$ cat src/rtl/spmc_pkg.sv
`default_nettype none
// ----------------------------------------------------------------------------
// spmc_pkg
// Types, constants and helpers shared by the pump mode controller.
// ----------------------------------------------------------------------------
package spmc_pkg;

  typedef enum logic [2:0] {
    M_RESTART   = 3'd0,
    M_IDLE      = 3'd1,
    M_PAUSED    = 3'd2,
    M_AUTO      = 3'd3,
    M_MANUAL    = 3'd4,
    M_FILL      = 3'd5,
    M_EMERGENCY = 3'd6
  } mode_t;

  localparam logic [1:0] C_EMPTY  = 2'd0;
  localparam logic [1:0] C_PARTLY = 2'd1;
  localparam logic [1:0] C_FULL   = 2'd2;

  localparam logic DIR_FWD = 1'b0;
  localparam logic DIR_REV = 1'b1;

  localparam logic [1:0] REG_MIN  = 2'd0;
  localparam logic [1:0] REG_MAX  = 2'd1;
  localparam logic [1:0] REG_ROT  = 2'd2;
  localparam logic [1:0] REG_INIT = 2'd3;

  localparam int CFG_W = 10;
  localparam logic [9:0] MAX_RPM = 10'd14;
  localparam logic [12:0] SPEED_STEP = 13'd4529;

  // controller states
  typedef enum logic [1:0] {
    S_IDLE,
    S_DIV,
    S_EXEC,
    S_OUT
  } ctl_state_t;

  typedef struct packed {
    logic div_start;
    logic exec;
  } cmd_t;

  typedef struct packed {
    logic div_done;
  } sts_t;

  typedef struct packed {
    logic emergency_pressed;
    logic full_hit;
    logic empty_hit;
    logic inc_press;
    logic dec_press;
    logic auto_press;
    logic manual_feed_press;
    logic manual_feed_held;
    logic fill_press;
    logic fill_held;
    logic second_tick;
  } in_word_t;

  typedef struct packed {
    logic [2:0] mode;
    logic [1:0] content;
    logic       motor_on;
    logic       motor_reverse;
    logic [7:0] motor_duty;
    logic [1:0] beep;
    logic [2:0] left_hours;
    logic [5:0] left_minutes;
    logic [5:0] left_seconds;
    logic [7:0] feed_minutes;
    logic       persist_pulse;
    logic       auto_led;
  } out_word_t;

endpackage
`default_nettype wire

$ cat src/rtl/spmc_if.sv
`default_nettype none
// ----------------------------------------------------------------------------
// spmc_in_if / spmc_out_if
// Valid/ready channels for tick words and result words.
// ----------------------------------------------------------------------------
interface spmc_in_if;
  logic                valid;
  logic                ready;
  spmc_pkg::in_word_t  data;
  modport source (output valid, output data, input ready);
  modport sink   (input valid, input data, output ready);
endinterface

interface spmc_out_if;
  logic                valid;
  logic                ready;
  spmc_pkg::out_word_t data;
  modport source (output valid, output data, input ready);
  modport sink   (input valid, input data, output ready);
endinterface
`default_nettype wire

$ cat src/rtl/syringe_pump_mode_controller.sv
`default_nettype none
// Sequence: a tick word is accepted, the 10-step serial divider forms rotations
// per minute of feed time, the word is executed and the result word is held
// valid until taken; a new word is accepted only after the result is taken.
// Reset: synchronous active-low rst_n restores modes and state/config registers.
// ----------------------------------------------------------------------------
// syringe_pump_mode_controller
// Top level: sequencer plus mode/drive datapath.
// ----------------------------------------------------------------------------
module syringe_pump_mode_controller (
  input  wire logic        clk,
  input  wire logic        rst_n,
  input  wire logic        cfg_we,
  input  wire logic [1:0]  cfg_index,
  input  wire logic [9:0]  cfg_wdata,
  spmc_in_if.sink          in_ch,
  spmc_out_if.source       out_ch
);
  spmc_pkg::cmd_t cmd;
  spmc_pkg::sts_t sts;

  spmc_ctrl u_ctrl (
    .clk, .rst_n,
    .in_valid(in_ch.valid), .in_ready(in_ch.ready),
    .out_valid(out_ch.valid), .out_ready(out_ch.ready),
    .cmd, .sts
  );

  spmc_datapath u_dp (
    .clk, .rst_n, .cfg_we, .cfg_index, .cfg_wdata,
    .in_data(in_ch.data), .cmd, .sts, .res(out_ch.data)
  );

`ifndef SYNTHESIS
  a_no_overlap: assert property (@(posedge clk) disable iff (!rst_n)
    !(in_ch.ready && out_ch.valid)) else $error("input taken while result pending");
  a_exec_to_out: assert property (@(posedge clk) disable iff (!rst_n)
    cmd.exec |=> out_ch.valid) else $error("result not presented after execute");
  a_auto_led: assert property (@(posedge clk) disable iff (!rst_n)
    out_ch.valid |-> (out_ch.data.auto_led == (out_ch.data.mode == spmc_pkg::M_AUTO)))
    else $error("auto led mismatch");
`endif
endmodule
`default_nettype wire

$ cat src/rtl/spmc_ctrl.sv
`default_nettype none
// ----------------------------------------------------------------------------
// spmc_ctrl
// Sequencer: accept a word, run the speed divider, execute, present result.
// ----------------------------------------------------------------------------
module spmc_ctrl (
  input  wire logic            clk,
  input  wire logic            rst_n,
  input  wire logic            in_valid,
  output logic                 in_ready,
  output logic                 out_valid,
  input  wire logic            out_ready,
  output spmc_pkg::cmd_t       cmd,
  input  wire spmc_pkg::sts_t  sts
);
  spmc_pkg::ctl_state_t state_r, state_nxt;

  always_ff @(posedge clk) begin
    if (!rst_n) state_r <= spmc_pkg::S_IDLE;
    else        state_r <= state_nxt;
  end

  // next state
  always_comb begin
    state_nxt = state_r;
    unique case (state_r)
      spmc_pkg::S_IDLE: if (in_valid) state_nxt = spmc_pkg::S_DIV;
      spmc_pkg::S_DIV:  if (sts.div_done) state_nxt = spmc_pkg::S_EXEC;
      spmc_pkg::S_EXEC: state_nxt = spmc_pkg::S_OUT;
      spmc_pkg::S_OUT:  if (out_ready) state_nxt = spmc_pkg::S_IDLE;
      default:          state_nxt = spmc_pkg::S_IDLE;
    endcase
  end

  // outputs
  always_comb begin
    in_ready      = 1'b0;
    out_valid     = 1'b0;
    cmd.div_start = 1'b0;
    cmd.exec      = 1'b0;
    unique case (state_r)
      spmc_pkg::S_IDLE: begin
        in_ready      = 1'b1;
        cmd.div_start = in_valid;
      end
      spmc_pkg::S_DIV:  ;
      spmc_pkg::S_EXEC: cmd.exec = 1'b1;
      spmc_pkg::S_OUT:  out_valid = 1'b1;
      default: ;
    endcase
  end
endmodule
`default_nettype wire

$ cat src/rtl/spmc_datapath.sv
`default_nettype none
// ----------------------------------------------------------------------------
// spmc_datapath
// Mode machine state, feed time, countdown, motor drive and speed divider.
// ----------------------------------------------------------------------------
module spmc_datapath (
  input  wire logic                 clk,
  input  wire logic                 rst_n,
  input  wire logic                 cfg_we,
  input  wire logic [1:0]           cfg_index,
  input  wire logic [9:0]           cfg_wdata,
  input  wire spmc_pkg::in_word_t   in_data,
  input  wire spmc_pkg::cmd_t       cmd,
  output spmc_pkg::sts_t            sts,
  output spmc_pkg::out_word_t       res
);
  logic [7:0] min_r, max_r, init_r;
  logic [9:0] rot_r;
  spmc_pkg::mode_t mode_r, saved_r;
  logic [7:0] feed_r, stored_r;
  logic       sdone_r;
  logic [2:0] hrs_r;
  logic [5:0] mins_r, secs_r;
  logic       en_r, rev_r;
  logic [7:0] duty_r;
  spmc_pkg::in_word_t in_r;
  spmc_pkg::out_word_t res_r;

  // restoring divider: rot / feed, one quotient bit a cycle
  logic [9:0] quo_r;
  logic [7:0] rem_r;
  logic [3:0] cnt_r;
  logic       busy_r;
  logic [8:0] trial;
  assign trial = {rem_r, quo_r[9]} - {1'b0, feed_r};

  always_ff @(posedge clk) begin
    if (!rst_n) begin
      busy_r <= 1'b0;
      cnt_r  <= '0;
    end else if (cmd.div_start) begin
      busy_r <= 1'b1;
      cnt_r  <= 4'd10;
    end else if (busy_r) begin
      if (cnt_r == 4'd1) busy_r <= 1'b0;
      cnt_r <= cnt_r - 4'd1;
    end
  end

  always_ff @(posedge clk) begin
    if (cmd.div_start) begin
      quo_r  <= rot_r;
      rem_r  <= '0;
      in_r   <= in_data;
    end else if (busy_r) begin
      if (!trial[8] || rem_r[7]) begin
        rem_r <= trial[7:0];
        quo_r <= {quo_r[8:0], 1'b1};
      end else begin
        rem_r <= {rem_r[6:0], quo_r[9]};
        quo_r <= {quo_r[8:0], 1'b0};
      end
    end
  end
  assign sts.div_done = busy_r && (cnt_r == 4'd1);

  // clamp and scale the speed
  logic [9:0]  rpm;
  logic [16:0] scaled;
  logic [7:0]  speed;
  assign rpm    = (quo_r > spmc_pkg::MAX_RPM) ? spmc_pkg::MAX_RPM : quo_r;
  assign scaled = rpm[3:0] * spmc_pkg::SPEED_STEP;
  assign speed  = (feed_r == 8'd0) ? 8'd255 : scaled[15:8];

  // tick execution
  spmc_pkg::mode_t m_n, sv_n;
  logic [7:0] f_n, st_n, duty_n;
  logic       sd_n, en_n, rev_n, persist;
  logic [2:0] h_n;
  logic [5:0] mi_n, s_n;
  logic [1:0] content, beep;
  logic [8:0] fv;

  always_comb begin
    m_n = mode_r; sv_n = saved_r; f_n = feed_r; st_n = stored_r; sd_n = sdone_r;
    h_n = hrs_r; mi_n = mins_r; s_n = secs_r;
    en_n = en_r; rev_n = rev_r; duty_n = duty_r;
    persist = 1'b0; beep = 2'b00; fv = '0;
    // limits
    if (in_r.empty_hit) begin
      if (mode_r != spmc_pkg::M_IDLE) beep[0] = 1'b1;
      content = spmc_pkg::C_EMPTY;
      if (rev_n == spmc_pkg::DIR_REV) begin duty_n = '0; en_n = 1'b0; end
    end else if (in_r.full_hit) begin
      if (mode_r != spmc_pkg::M_IDLE) beep[0] = 1'b1;
      content = spmc_pkg::C_FULL;
      if (rev_n == spmc_pkg::DIR_FWD) begin duty_n = '0; en_n = 1'b0; end
    end else begin
      content = spmc_pkg::C_PARTLY;
    end
    // emergency entry and release
    if (in_r.emergency_pressed) begin
      if (mode_r != spmc_pkg::M_EMERGENCY) begin
        sv_n = mode_r; m_n = spmc_pkg::M_EMERGENCY; duty_n = '0; en_n = 1'b0;
      end
    end else if (mode_r == spmc_pkg::M_EMERGENCY) begin
      m_n = saved_r;
    end
    case (m_n)
      spmc_pkg::M_EMERGENCY: ;
      spmc_pkg::M_IDLE: begin
        if (in_r.inc_press) begin
          fv = {1'b0, f_n} + 9'd1;
          if (fv > {1'b0, max_r}) f_n = min_r;
          else if (fv < {1'b0, min_r}) f_n = max_r;
          else f_n = fv[7:0];
        end
        // a step below zero always lies under the minimum: load the maximum
        if (in_r.dec_press) begin
          if (f_n == 8'd0) f_n = max_r;
          else begin
            fv = {1'b0, f_n} - 9'd1;
            if (fv > {1'b0, max_r}) f_n = min_r;
            else if (fv < {1'b0, min_r}) f_n = max_r;
            else f_n = fv[7:0];
          end
        end
        if (content == spmc_pkg::C_FULL) begin
          if (in_r.auto_press) m_n = spmc_pkg::M_AUTO;
          if (in_r.manual_feed_press) m_n = spmc_pkg::M_MANUAL;
        end else if (in_r.fill_press) m_n = spmc_pkg::M_FILL;
        h_n = 3'd0;
        mi_n = f_n[5:0];
        if (f_n >= 8'd240) begin h_n = 3'd4; mi_n = 6'(f_n - 8'd240); end
        else if (f_n >= 8'd180) begin h_n = 3'd3; mi_n = 6'(f_n - 8'd180); end
        else if (f_n >= 8'd120) begin h_n = 3'd2; mi_n = 6'(f_n - 8'd120); end
        else if (f_n >= 8'd60) begin h_n = 3'd1; mi_n = 6'(f_n - 8'd60); end
        s_n = '0;
      end
      spmc_pkg::M_PAUSED: begin
        if (in_r.auto_press) m_n = spmc_pkg::M_AUTO;
        if (in_r.manual_feed_press) m_n = spmc_pkg::M_MANUAL;
      end
      spmc_pkg::M_AUTO, spmc_pkg::M_MANUAL: begin
        if (!sdone_r && feed_r != stored_r) begin
          persist = 1'b1; st_n = feed_r; sd_n = 1'b1;
        end
        if (m_n == spmc_pkg::M_MANUAL && !in_r.manual_feed_held) begin
          m_n = spmc_pkg::M_PAUSED;
          if (rev_n == spmc_pkg::DIR_REV) begin duty_n = '0; en_n = 1'b0; end
        end else if ((hrs_r != 3'd0 || mins_r != 6'd0 || secs_r != 6'd0)
                     && content != spmc_pkg::C_EMPTY) begin
          if (speed != duty_n || rev_n != spmc_pkg::DIR_REV) begin
            duty_n = speed; rev_n = spmc_pkg::DIR_REV; en_n = 1'b1;
          end
          if (in_r.second_tick) begin
            if (secs_r != 6'd0) s_n = secs_r - 6'd1;
            else if (mins_r != 6'd0) begin mi_n = mins_r - 6'd1; s_n = 6'd59; end
            else if (hrs_r != 3'd0) begin
              h_n = hrs_r - 3'd1; mi_n = 6'd59; s_n = 6'd59;
            end
          end
        end else m_n = spmc_pkg::M_RESTART;
      end
      spmc_pkg::M_FILL: begin
        if (in_r.fill_held && content != spmc_pkg::C_FULL) begin
          if (duty_n != 8'd255 || rev_n != spmc_pkg::DIR_FWD) begin
            duty_n = 8'd255; rev_n = spmc_pkg::DIR_FWD; en_n = 1'b1;
          end
        end else begin
          m_n = spmc_pkg::M_IDLE;
          if (rev_n == spmc_pkg::DIR_FWD) begin duty_n = '0; en_n = 1'b0; end
        end
      end
      default: begin
        beep[1] = 1'b1; m_n = spmc_pkg::M_IDLE;
      end
    endcase
  end

  // state and configuration registers
  always_ff @(posedge clk) begin
    if (!rst_n) begin
      min_r <= 8'd1; max_r <= 8'd255; rot_r <= 10'd29; init_r <= 8'd0;
      mode_r <= spmc_pkg::M_RESTART; saved_r <= spmc_pkg::M_RESTART;
      feed_r <= 8'd0; stored_r <= 8'd0; sdone_r <= 1'b0;
      hrs_r <= '0; mins_r <= '0; secs_r <= '0;
      en_r <= 1'b0; rev_r <= spmc_pkg::DIR_FWD; duty_r <= '0;
    end else if (cfg_we) begin
      unique case (cfg_index)
        spmc_pkg::REG_MIN: min_r <= cfg_wdata[7:0];
        spmc_pkg::REG_MAX: max_r <= cfg_wdata[7:0];
        spmc_pkg::REG_ROT: rot_r <= cfg_wdata;
        spmc_pkg::REG_INIT: begin
          init_r <= cfg_wdata[7:0]; feed_r <= cfg_wdata[7:0];
          stored_r <= cfg_wdata[7:0]; sdone_r <= 1'b0;
        end
        default: ;
      endcase
    end else if (cmd.exec) begin
      mode_r <= m_n; saved_r <= sv_n; feed_r <= f_n; stored_r <= st_n;
      sdone_r <= sd_n; hrs_r <= h_n; mins_r <= mi_n; secs_r <= s_n;
      en_r <= en_n; rev_r <= rev_n; duty_r <= duty_n;
    end
  end

  // result word register
  always_ff @(posedge clk) begin
    if (cmd.exec) begin
      res_r.mode          <= m_n;
      res_r.content       <= content;
      res_r.motor_on      <= en_n;
      res_r.motor_reverse <= rev_n;
      res_r.motor_duty    <= duty_n;
      res_r.beep          <= beep;
      res_r.left_hours    <= h_n;
      res_r.left_minutes  <= mi_n;
      res_r.left_seconds  <= s_n;
      res_r.feed_minutes  <= f_n;
      res_r.persist_pulse <= persist;
      res_r.auto_led      <= (m_n == spmc_pkg::M_AUTO);
    end
  end
  assign res = res_r;
  logic unused_init;
  assign unused_init = ^init_r;
endmodule
`default_nettype wire
$ cat src/flat_wrapper.sv
// flat-port wrapper written by rule: the top's interface ports become plain ports
module syringe_pump_mode_controller_flat 
  (clk, rst_n, cfg_we, cfg_index, cfg_wdata, in_ch_valid, in_ch_data, in_ch_ready, out_ch_valid, out_ch_data, out_ch_ready);
  spmc_in_if in_ch_i ();
  spmc_out_if out_ch_i ();
  input  wire logic clk;
  input  wire logic rst_n;
  input  wire logic cfg_we;
  input  wire logic [1:0] cfg_index;
  input  wire logic [9:0] cfg_wdata;
  input wire logic [$bits(in_ch_i.valid)-1:0] in_ch_valid;
  input wire logic [$bits(in_ch_i.data)-1:0] in_ch_data;
  output wire logic [$bits(in_ch_i.ready)-1:0] in_ch_ready;
  output wire logic [$bits(out_ch_i.valid)-1:0] out_ch_valid;
  output wire logic [$bits(out_ch_i.data)-1:0] out_ch_data;
  input wire logic [$bits(out_ch_i.ready)-1:0] out_ch_ready;
  assign in_ch_i.valid = in_ch_valid;
  assign in_ch_i.data = in_ch_data;
  assign in_ch_ready = in_ch_i.ready;
  assign out_ch_valid = out_ch_i.valid;
  assign out_ch_data = out_ch_i.data;
  assign out_ch_i.ready = out_ch_ready;
  syringe_pump_mode_controller u_core (.clk(clk), .rst_n(rst_n), .cfg_we(cfg_we), .cfg_index(cfg_index), .cfg_wdata(cfg_wdata), .in_ch(in_ch_i), .out_ch(out_ch_i));
endmodule
$ cat config.mk
export PLATFORM = sky130hd
export DESIGN_NAME = syringe_pump_mode_controller_flat
export DESIGN_NICKNAME = d
export VERILOG_FILES = /design/src/rtl/spmc_pkg.sv /design/src/rtl/spmc_if.sv /design/src/rtl/syringe_pump_mode_controller.sv /design/src/rtl/spmc_ctrl.sv /design/src/rtl/spmc_datapath.sv /design/src/flat_wrapper.sv
export SDC_FILE = /design/constraint.sdc
export NUM_CORES = 1
export LEC_CHECK = 0
export BUFFER_PORTS_ARGS = -buffer_cell sky130_fd_sc_hd__buf_2
export CAP_MARGIN = 0
export CORE_UTILIZATION = 35
export CTS_CLUSTER_SIZE = 14
export DETAILED_ROUTE_END_ITERATION = 6
export GPL_ROUTABILITY_DRIVEN = 0
export MAX_ROUTING_LAYER = met4
export PLACE_DENSITY = 0.56
export SLEW_MARGIN = 5
export SYNTH_ARGS = -nofsm -noshare
export SYNTH_HDL_FRONTEND = slang
export SYNTH_SLANG_ARGS = --single-unit
$ cat constraint.sdc
create_clock -name clk -period 9.7 [get_ports clk]
set_clock_uncertainty 0.2 [all_clocks]
set_input_delay 2.425 -clock clk [delete_from_list [all_inputs] [get_ports clk]]
set_output_delay 2.425 -clock clk [all_outputs]
set_load 0.02 [all_outputs]
After elaboration in Yosys (flattened, before gate mapping):

Index checks and enable logic that the tools add are counted.
Widths: inputs -> output; s select.

* word-level logic and storage cells: 251
* output and inout bits: 44
* input bits: 28
* register bits: 152

* multipliers: 1
* equality and inequality tests: 26
* bitwise logic cells: 3
* multiplexer cells: 122
* add/subtract/negate cells: 11
* order comparisons: 9
* reduce and logical (&&, ||, !) cells: 36

Operators with widths (number)
* $mux 8: 32
* $mux 6: 16
* $mux 3: 17
* $mux 1: 37
* $pmux 6 s2: 2
* $sub 6x6->6 const B: 4
* $mux 10: 2
* $gt 9x8->1: 2
* $lt 9x8->1: 2
* $ge 8x8->1 const B: 2
* $logic_not 8->1: 2
* $mul 4x13->16 const B: 1
* $ne 8x8->1: 2
* $pmux 8 s2: 1
* $pmux 3 s5: 1
* $mux 2: 7
* $eq 3x3->1 const B: 4
* $mux 4: 3
* $reduce_bool 6->1: 2
* $sub 6x1->6 const B: 2
* $eq 2x2->1 const B: 5
* $gt 10x4->1 const B: 1
* $reduce_and 2->1: 5
* $reduce_bool 2->1: 5
* 29 further kinds: 51

Longest topological paths before layout:

* word-level depth: 19
* mapped depth: 33
* depth with buffers taken out: 31

Cells and area by module:

Synthesis repeated with hierarchy kept, for this count alone.

* cells, all modules: 1202
* area total of the unflattened synthesis: 10187.3 µm²

By module, submodules not included
* spmc_datapath: cells an instance 1183, area an instance 10017.1 µm², times used 1, seq. area each 3633.5 µm²
* spmc_ctrl: cells an instance 19, area an instance 170.2 µm², times used 1, seq. area each 40.0 µm²

Least setup slack after synthesis:

No wires, ideal clock.

* path kind: register -> register
* start point: register u_core.u_dp.feed_r[1]
* end point: register u_core.u_dp.mins_r[5]
* arrival: 7.097 ns
* setup slack: 2.329 ns
* cell stages (with the launch flop): 32
* cell sequence: dfxtp_1 > ha_1 > nand4_1 > nor2_1 > xnor2_1 > ha_1 > a21o_1 > a221o_1 > a21o_1 > buf_6 > mux2i_4 > a221o_1 > ha_1 > and4_1 > buf_4 > xnor2_1 > ha_1 > a21o_1 > a21oi_1 > nand2_1 > a31oi_2 > or2_1 > o21ai_0 > a32o_1 > a21oi_1 > inv_1 > ha_1 > o21ai_0 > o211ai_1 > a2111oi_0 > o2111ai_1 > a31oi_1

* cells in the longest elaborated chain, start to end: 19
* elaborated cells on any way between the ends: 29
* classes of those cells: add/sub (6); order compare (8); mux (14); reduce/logical (1)

Ends and longest elaborated chain
* start: declaration: RTL line spmc_datapath.sv:20 `logic [7:0] feed_r, stored_r;`
* start signal: assignment: RTL line spmc_datapath.sv:195 `init_r <= cfg_wdata[7:0]; feed_r <= cfg_wdata[7:0];`
* start signal: assignment: RTL line spmc_datapath.sv:201 `mode_r <= m_n; saved_r <= sv_n; feed_r <= f_n; stored_r <= st_n;`
* $add 8x1->9: RTL line spmc_datapath.sv:113 `fv = {1'b0, f_n} + 9'd1;`
* $lt 9x8->1: RTL line spmc_datapath.sv:115 `else if (fv < {1'b0, min_r}) f_n = max_r;`
* $mux 8: RTL line spmc_datapath.sv:115
* $mux 8: RTL line spmc_datapath.sv:114 `if (fv > {1'b0, max_r}) f_n = min_r;`
* $mux 8 (*): RTL line spmc_datapath.sv:112 `if (in_r.inc_press) begin`
* $mux 8 (*): RTL line spmc_datapath.sv:109 `case (m_n)`
* $sub 8x1->9: RTL line spmc_datapath.sv:122 `fv = {1'b0, f_n} - 9'd1;`
* $lt 9x8->1: RTL line spmc_datapath.sv:124 `else if (fv < {1'b0, min_r}) f_n = max_r;`
* [... 3 more ...]
* $mux 8 (*): RTL line spmc_datapath.sv:119 `if (in_r.dec_press) begin`
* $mux 8 (*): RTL line spmc_datapath.sv:109
* $ge 8x6->1 / $sub 6x6->6 (equally long branches): RTL line spmc_datapath.sv:137 `else if (f_n >= 8'd60) begin h_n = 3'd1; mi_n = 6'(f_n - 8'd60); end`
* $mux 6: RTL line spmc_datapath.sv:137
* $mux 6: RTL line spmc_datapath.sv:136 `else if (f_n >= 8'd120) begin h_n = 3'd2; mi_n = 6'(f_n - 8'd120); end`
* $mux 6: RTL line spmc_datapath.sv:135 `else if (f_n >= 8'd180) begin h_n = 3'd3; mi_n = 6'(f_n - 8'd180); end`
* $mux 6 (*): RTL line spmc_datapath.sv:134 `if (f_n >= 8'd240) begin h_n = 3'd4; mi_n = 6'(f_n - 8'd240); end`
* $pmux 6 s2 (*): RTL line spmc_datapath.sv:109
* end signal: assignment: RTL line spmc_datapath.sv:202 `sdone_r <= sd_n; hrs_r <= h_n; mins_r <= mi_n; secs_r <= s_n;`
* end: declaration: RTL line spmc_datapath.sv:23 `logic [5:0] mins_r, secs_r;`

Every way passes the cells marked *; elsewhere a longest branch is shown, timed or not. The select of a mux whose other input is x is not followed.
A chain may end at the register's enable or synchronous reset.

Worst setup path after layout:

* start point: register u_core.u_dp.feed_r[0]
* end point: register u_core.u_dp.mins_r[5]

The elaborated chain is that of the path after synthesis.

==> results.toml <==
[outcome]
outcome = "complete, no violations"

[detailed_routing]
route.detailed.drc = 0
first_drt_pass_iteration_count = 6
vias = 9381
wirelength_mm = 30.7
wire_per_inst_um = 18.3
routed_via_density = 5.59
drtAntennaViolNets = 0
drt-initial-drc-count = 757

[global_routing]
vias_in_the_first_global_route = 8692
groute.layer.met3.usage_pct = 4.16
globalRouteOverflowTotal = 0
antenna_violations_before_repair = 0
grtUsageTotal_pct = 21.1
grt_start_max_net_pins = 54
grt_busiest_layer = "met2"
global_routing_usage_on_met1_pct = 27.6
first_pass_grt_wire_length_mm = 48.5
use_met2_pct = 32.3

[min_path]
min_path_type = "flip-flop to flip-flop"
timing.hold.worst_path_depth = 2

[synthesis]
synth_fa_ha_area_share_pct = 9.00
asyncSetResetFlopFracSynth_pct = 0
synth_sequential_area_ratio_pct = 35.8
mappedNetlistArea_mm2 = 0.0103
synthSimpleGateAreaFrac_pct = 22.1
number_of_standard_cells_after_synthesis = 1237
synth_enable_flop_cells = 63
syn_avg_cell_area_um2 = 8.29
synth-warning-count = 0
synth_compound_gate_area_share_pct = 22.5
ys_types = 88
post_synth_mux_area_share_pct = 2.87
synth_top_family_by_area = "compound AO/OA/AOI/OAI gates"
synth-xor-area-share_pct = 2.99
synth_seq_cells = 152
mappedNetlistNets = 1337
synth-main-ff-cell = "sky130_fd_sc_hd__dfxtp_1"

[layout]
final_core_utilization_pct = 40.0
nets = 1382
layout.cells.most_common_list = "sky130_fd_sc_hd__nand2_1 (175), sky130_fd_sc_hd__nor2_1 (122), sky130_fd_sc_hd__a21oi_1 (93)"
area_growth_syn_to_layout_pct = 12.3
drive_gt1_share_pct = 12.0
antennaDiodeCount = 0
most_frequent_standard_cell_in_the_layout_excluding_fill_and_tap_cells = "sky130_fd_sc_hd__nand2_1"
nFillCells = 2906

[clock_network]
clock_transition_at_the_register_clock_pins_on_the_worst_setup_and_hold_paths_after_cts_ns = 0.06
clkLatencyLatePin_ns = 0.42
tritoncts_sinks = 152
post_cts_hold_fix_bufs = 0
cts_max_path_buffers = 2
cts_made_buffers = 17
clock_tree_from_tritoncts = "built"
cts.root.buffer_cell = "sky130_fd_sc_hd__clkbuf_16"
post-cts-setup-buffers = 0
htree_levels = 4
resized_after_cts = 0

[power_and_ir_drop]
leakage_nw = 4.61
worst_vdd_ir_mv = 0.137
power.density_cell_area_mw_per_mm2 = 299

[setup_path]
crit_fanout = 12
worstSetupPathType = "flip-flop to flip-flop"
crit_required_ns = 9.85
longest_individual_stage_delay_on_the_worst_path_ns = 0.59
critical_path.endpoint_type = "flip-flop"
number_of_cell_instances_on_the_worst_register_to_register_path = 29
library_cell_appearing_most_often_on_the_critical_path = "sky130_fd_sc_hd__ha_1"
cp_data_arrival_time_ns = 9.11
cpMaxStageDelayCell = "sky130_fd_sc_hd__dfxtp_1"
critical_path_source_type = "flip-flop"

[sta]
aggregate_negative_setup_slack_ns = 0
max_slew_headroom_at_the_worst_pin_pct = 23.9
max_clk_rate_ghz = 0.112
worst_slew_pin_slew_ns = 1.14
layout_min_cycle_time_ns = 8.96
postLayoutSetupSlackWorst_ns = 0.737
layout_worst_path_cycle_share_pct = 92.4
final_hold_viol_count = 0
setup_viol = 0
maxSlewViolCount = 0
unrepaired_setup_endpoints_after_global_routing = "no"

[placed_design]
placement.io_buffers = 71
pre_cts_ws_ns = 0.918
detailed_place_hpwl_mm = 22.1

[floorplan]
floorplan.die_area_mm2 = 0.0300
io-pin-count = 72
fp-row-count = 62
design.core.area_mm2 = 0.0288
start_util_pct = 35.6
floorplan.die.height_um = 173
die_width_um = 173

[flow_run]
drv.max_cap_violation_count = 0
[cell usage after synthesis (all sizes together), types with 4 or more instances]
cell / number / area [um^2]
a31oi: 12 / 81.3
dfxtp: 89 / 1780
and3: 7 / 43.8
a21o: 15 / 113
ha: 69 / 863
nor2b: 7 / 43.8
o2111ai: 6 / 52.6
nand2b: 15 / 93.8
xor2: 18 / 158
a221o: 4 / 40.0
mux2i: 21 / 223
xnor2: 17 / 149
nand4b: 4 / 35.0
edfxtp: 63 / 1890
nand3: 40 / 200
nor3: 24 / 120
o22ai: 6 / 37.5
o211ai: 30 / 230
nor2: 123 / 464
o21a: 14 / 105
a211o: 5 / 43.8
nand2: 176 / 663
nor4: 12 / 81.3
mux2: 6 / 71.3
o31ai: 8 / 78.8
a211oi: 27 / 208
or4: 5 / 37.5
nand4: 12 / 90.1
nand3b: 4 / 30.0
or2: 9 / 56.3
a31o: 4 / 35.0
clkbuf: 42 / 158
buf: 13 / 70.1
nor4b: 6 / 52.6
and2: 15 / 93.8
inv: 65 / 244
o21ai: 85 / 429
or3: 11 / 73.8
o211a: 4 / 40.0
o221ai: 6 / 58.8
a21oi: 93 / 465
nor3b: 5 / 37.5
a221oi: 4 / 41.3
[sequential cells by signal, summed over array words and instances (netlist names), 8 cells and up]
signal                cells
u_core.u_dp.max_r         8
u_core.u_dp.min_r         8
u_core.u_dp.rot_r        10
u_core.u_dp.stored_r      8
u_core.u_dp.quo_r        10
u_core.u_dp.feed_r        8
u_core.u_dp.duty_r        8
u_core.u_dp.rem_r         8
u_core.u_dp.in_r         11
u_core.u_dp.res          42
[cell type report]
cell class | instances | area (um^2) | area share, %
clock buffers | 17 | 425 | 3.69
inverters | 68 | 255 | 2.22
multi-input cells | 962 | 6110 | 53.0
repair buffers | 81 | 430 | 3.74
clock inverters | 15 | 143 | 1.24
well taps | 384 | 480 | 4.17
flip-flops and latches | 152 | 3670 | 31.9
[through the flow]
step / power (mW) / cells / hold slack [ns] / area, um^2
finish: 3.44 / 1679 / 0.256 / 11500
global route: 3.71 / 1679 / 0.286 / 11500
CTS: 3.43 / 1679 / 0.257 / 11500
floorplan: 2.32 / 1237 / 0.237 / 10300
global placement: 2.77 / 1647 / 0.245 / 10900
detailed placement: 2.78 / 1647 / 0.247 / 10900
[power breakdown]
| part | total [mW] | switching, mW | internal [mW] |
|---|---|---|---|
| Combinational | 1.85 | 1.17 | 0.675 |
| Sequential | 0.951 | 0.116 | 0.835 |
| Clock | 0.643 | 0.285 | 0.358 |
[kinds of logic (layout without fill, tap and decap cells)]
group,count (synthesis),in the layout
DFF,152,152
AOI/OAI and AO/OA,348,348
and+or+nand+nor,480,480
buffers and inverters,123,181
xor gates and xnor gates,35,35
muxes,27,27
adders and majority gates,72,72
[final timing paths]
kind,start,end,slack [ns]
max,u_core.u_dp.feed_r[0],u_core.u_dp.mins_r[5],0.74
min,u_core.u_dp.rot_r[1],u_core.u_dp.rot_r[1],0.26
max reg2reg,u_core.u_dp.feed_r[0],u_core.u_dp.mins_r[5],0.74
min reg2reg,u_core.u_dp.rot_r[1],u_core.u_dp.rot_r[1],0.26
[worst max-delay path: cells and delay by family (launching register included)]
family | cells | cell delay, ns
buffers and inverters | 1 | 0.17
flip-flops | 1 | 0.59
adder cells (fa/ha/maj) | 5 | 1.55
XOR/XNOR | 2 | 0.54
AO/OA/AOI/OAI | 14 | 4.35
multiplexers | 1 | 0.29
AND/OR/NAND/NOR | 6 | 1.20
[routing by layer]
metal	share of wire, %	wire (um)
met5	0	0
met4	3.0	907
met2	45	13900
met3	5.4	1660
met1	46	14200
(Power assumes the default switching activity.)
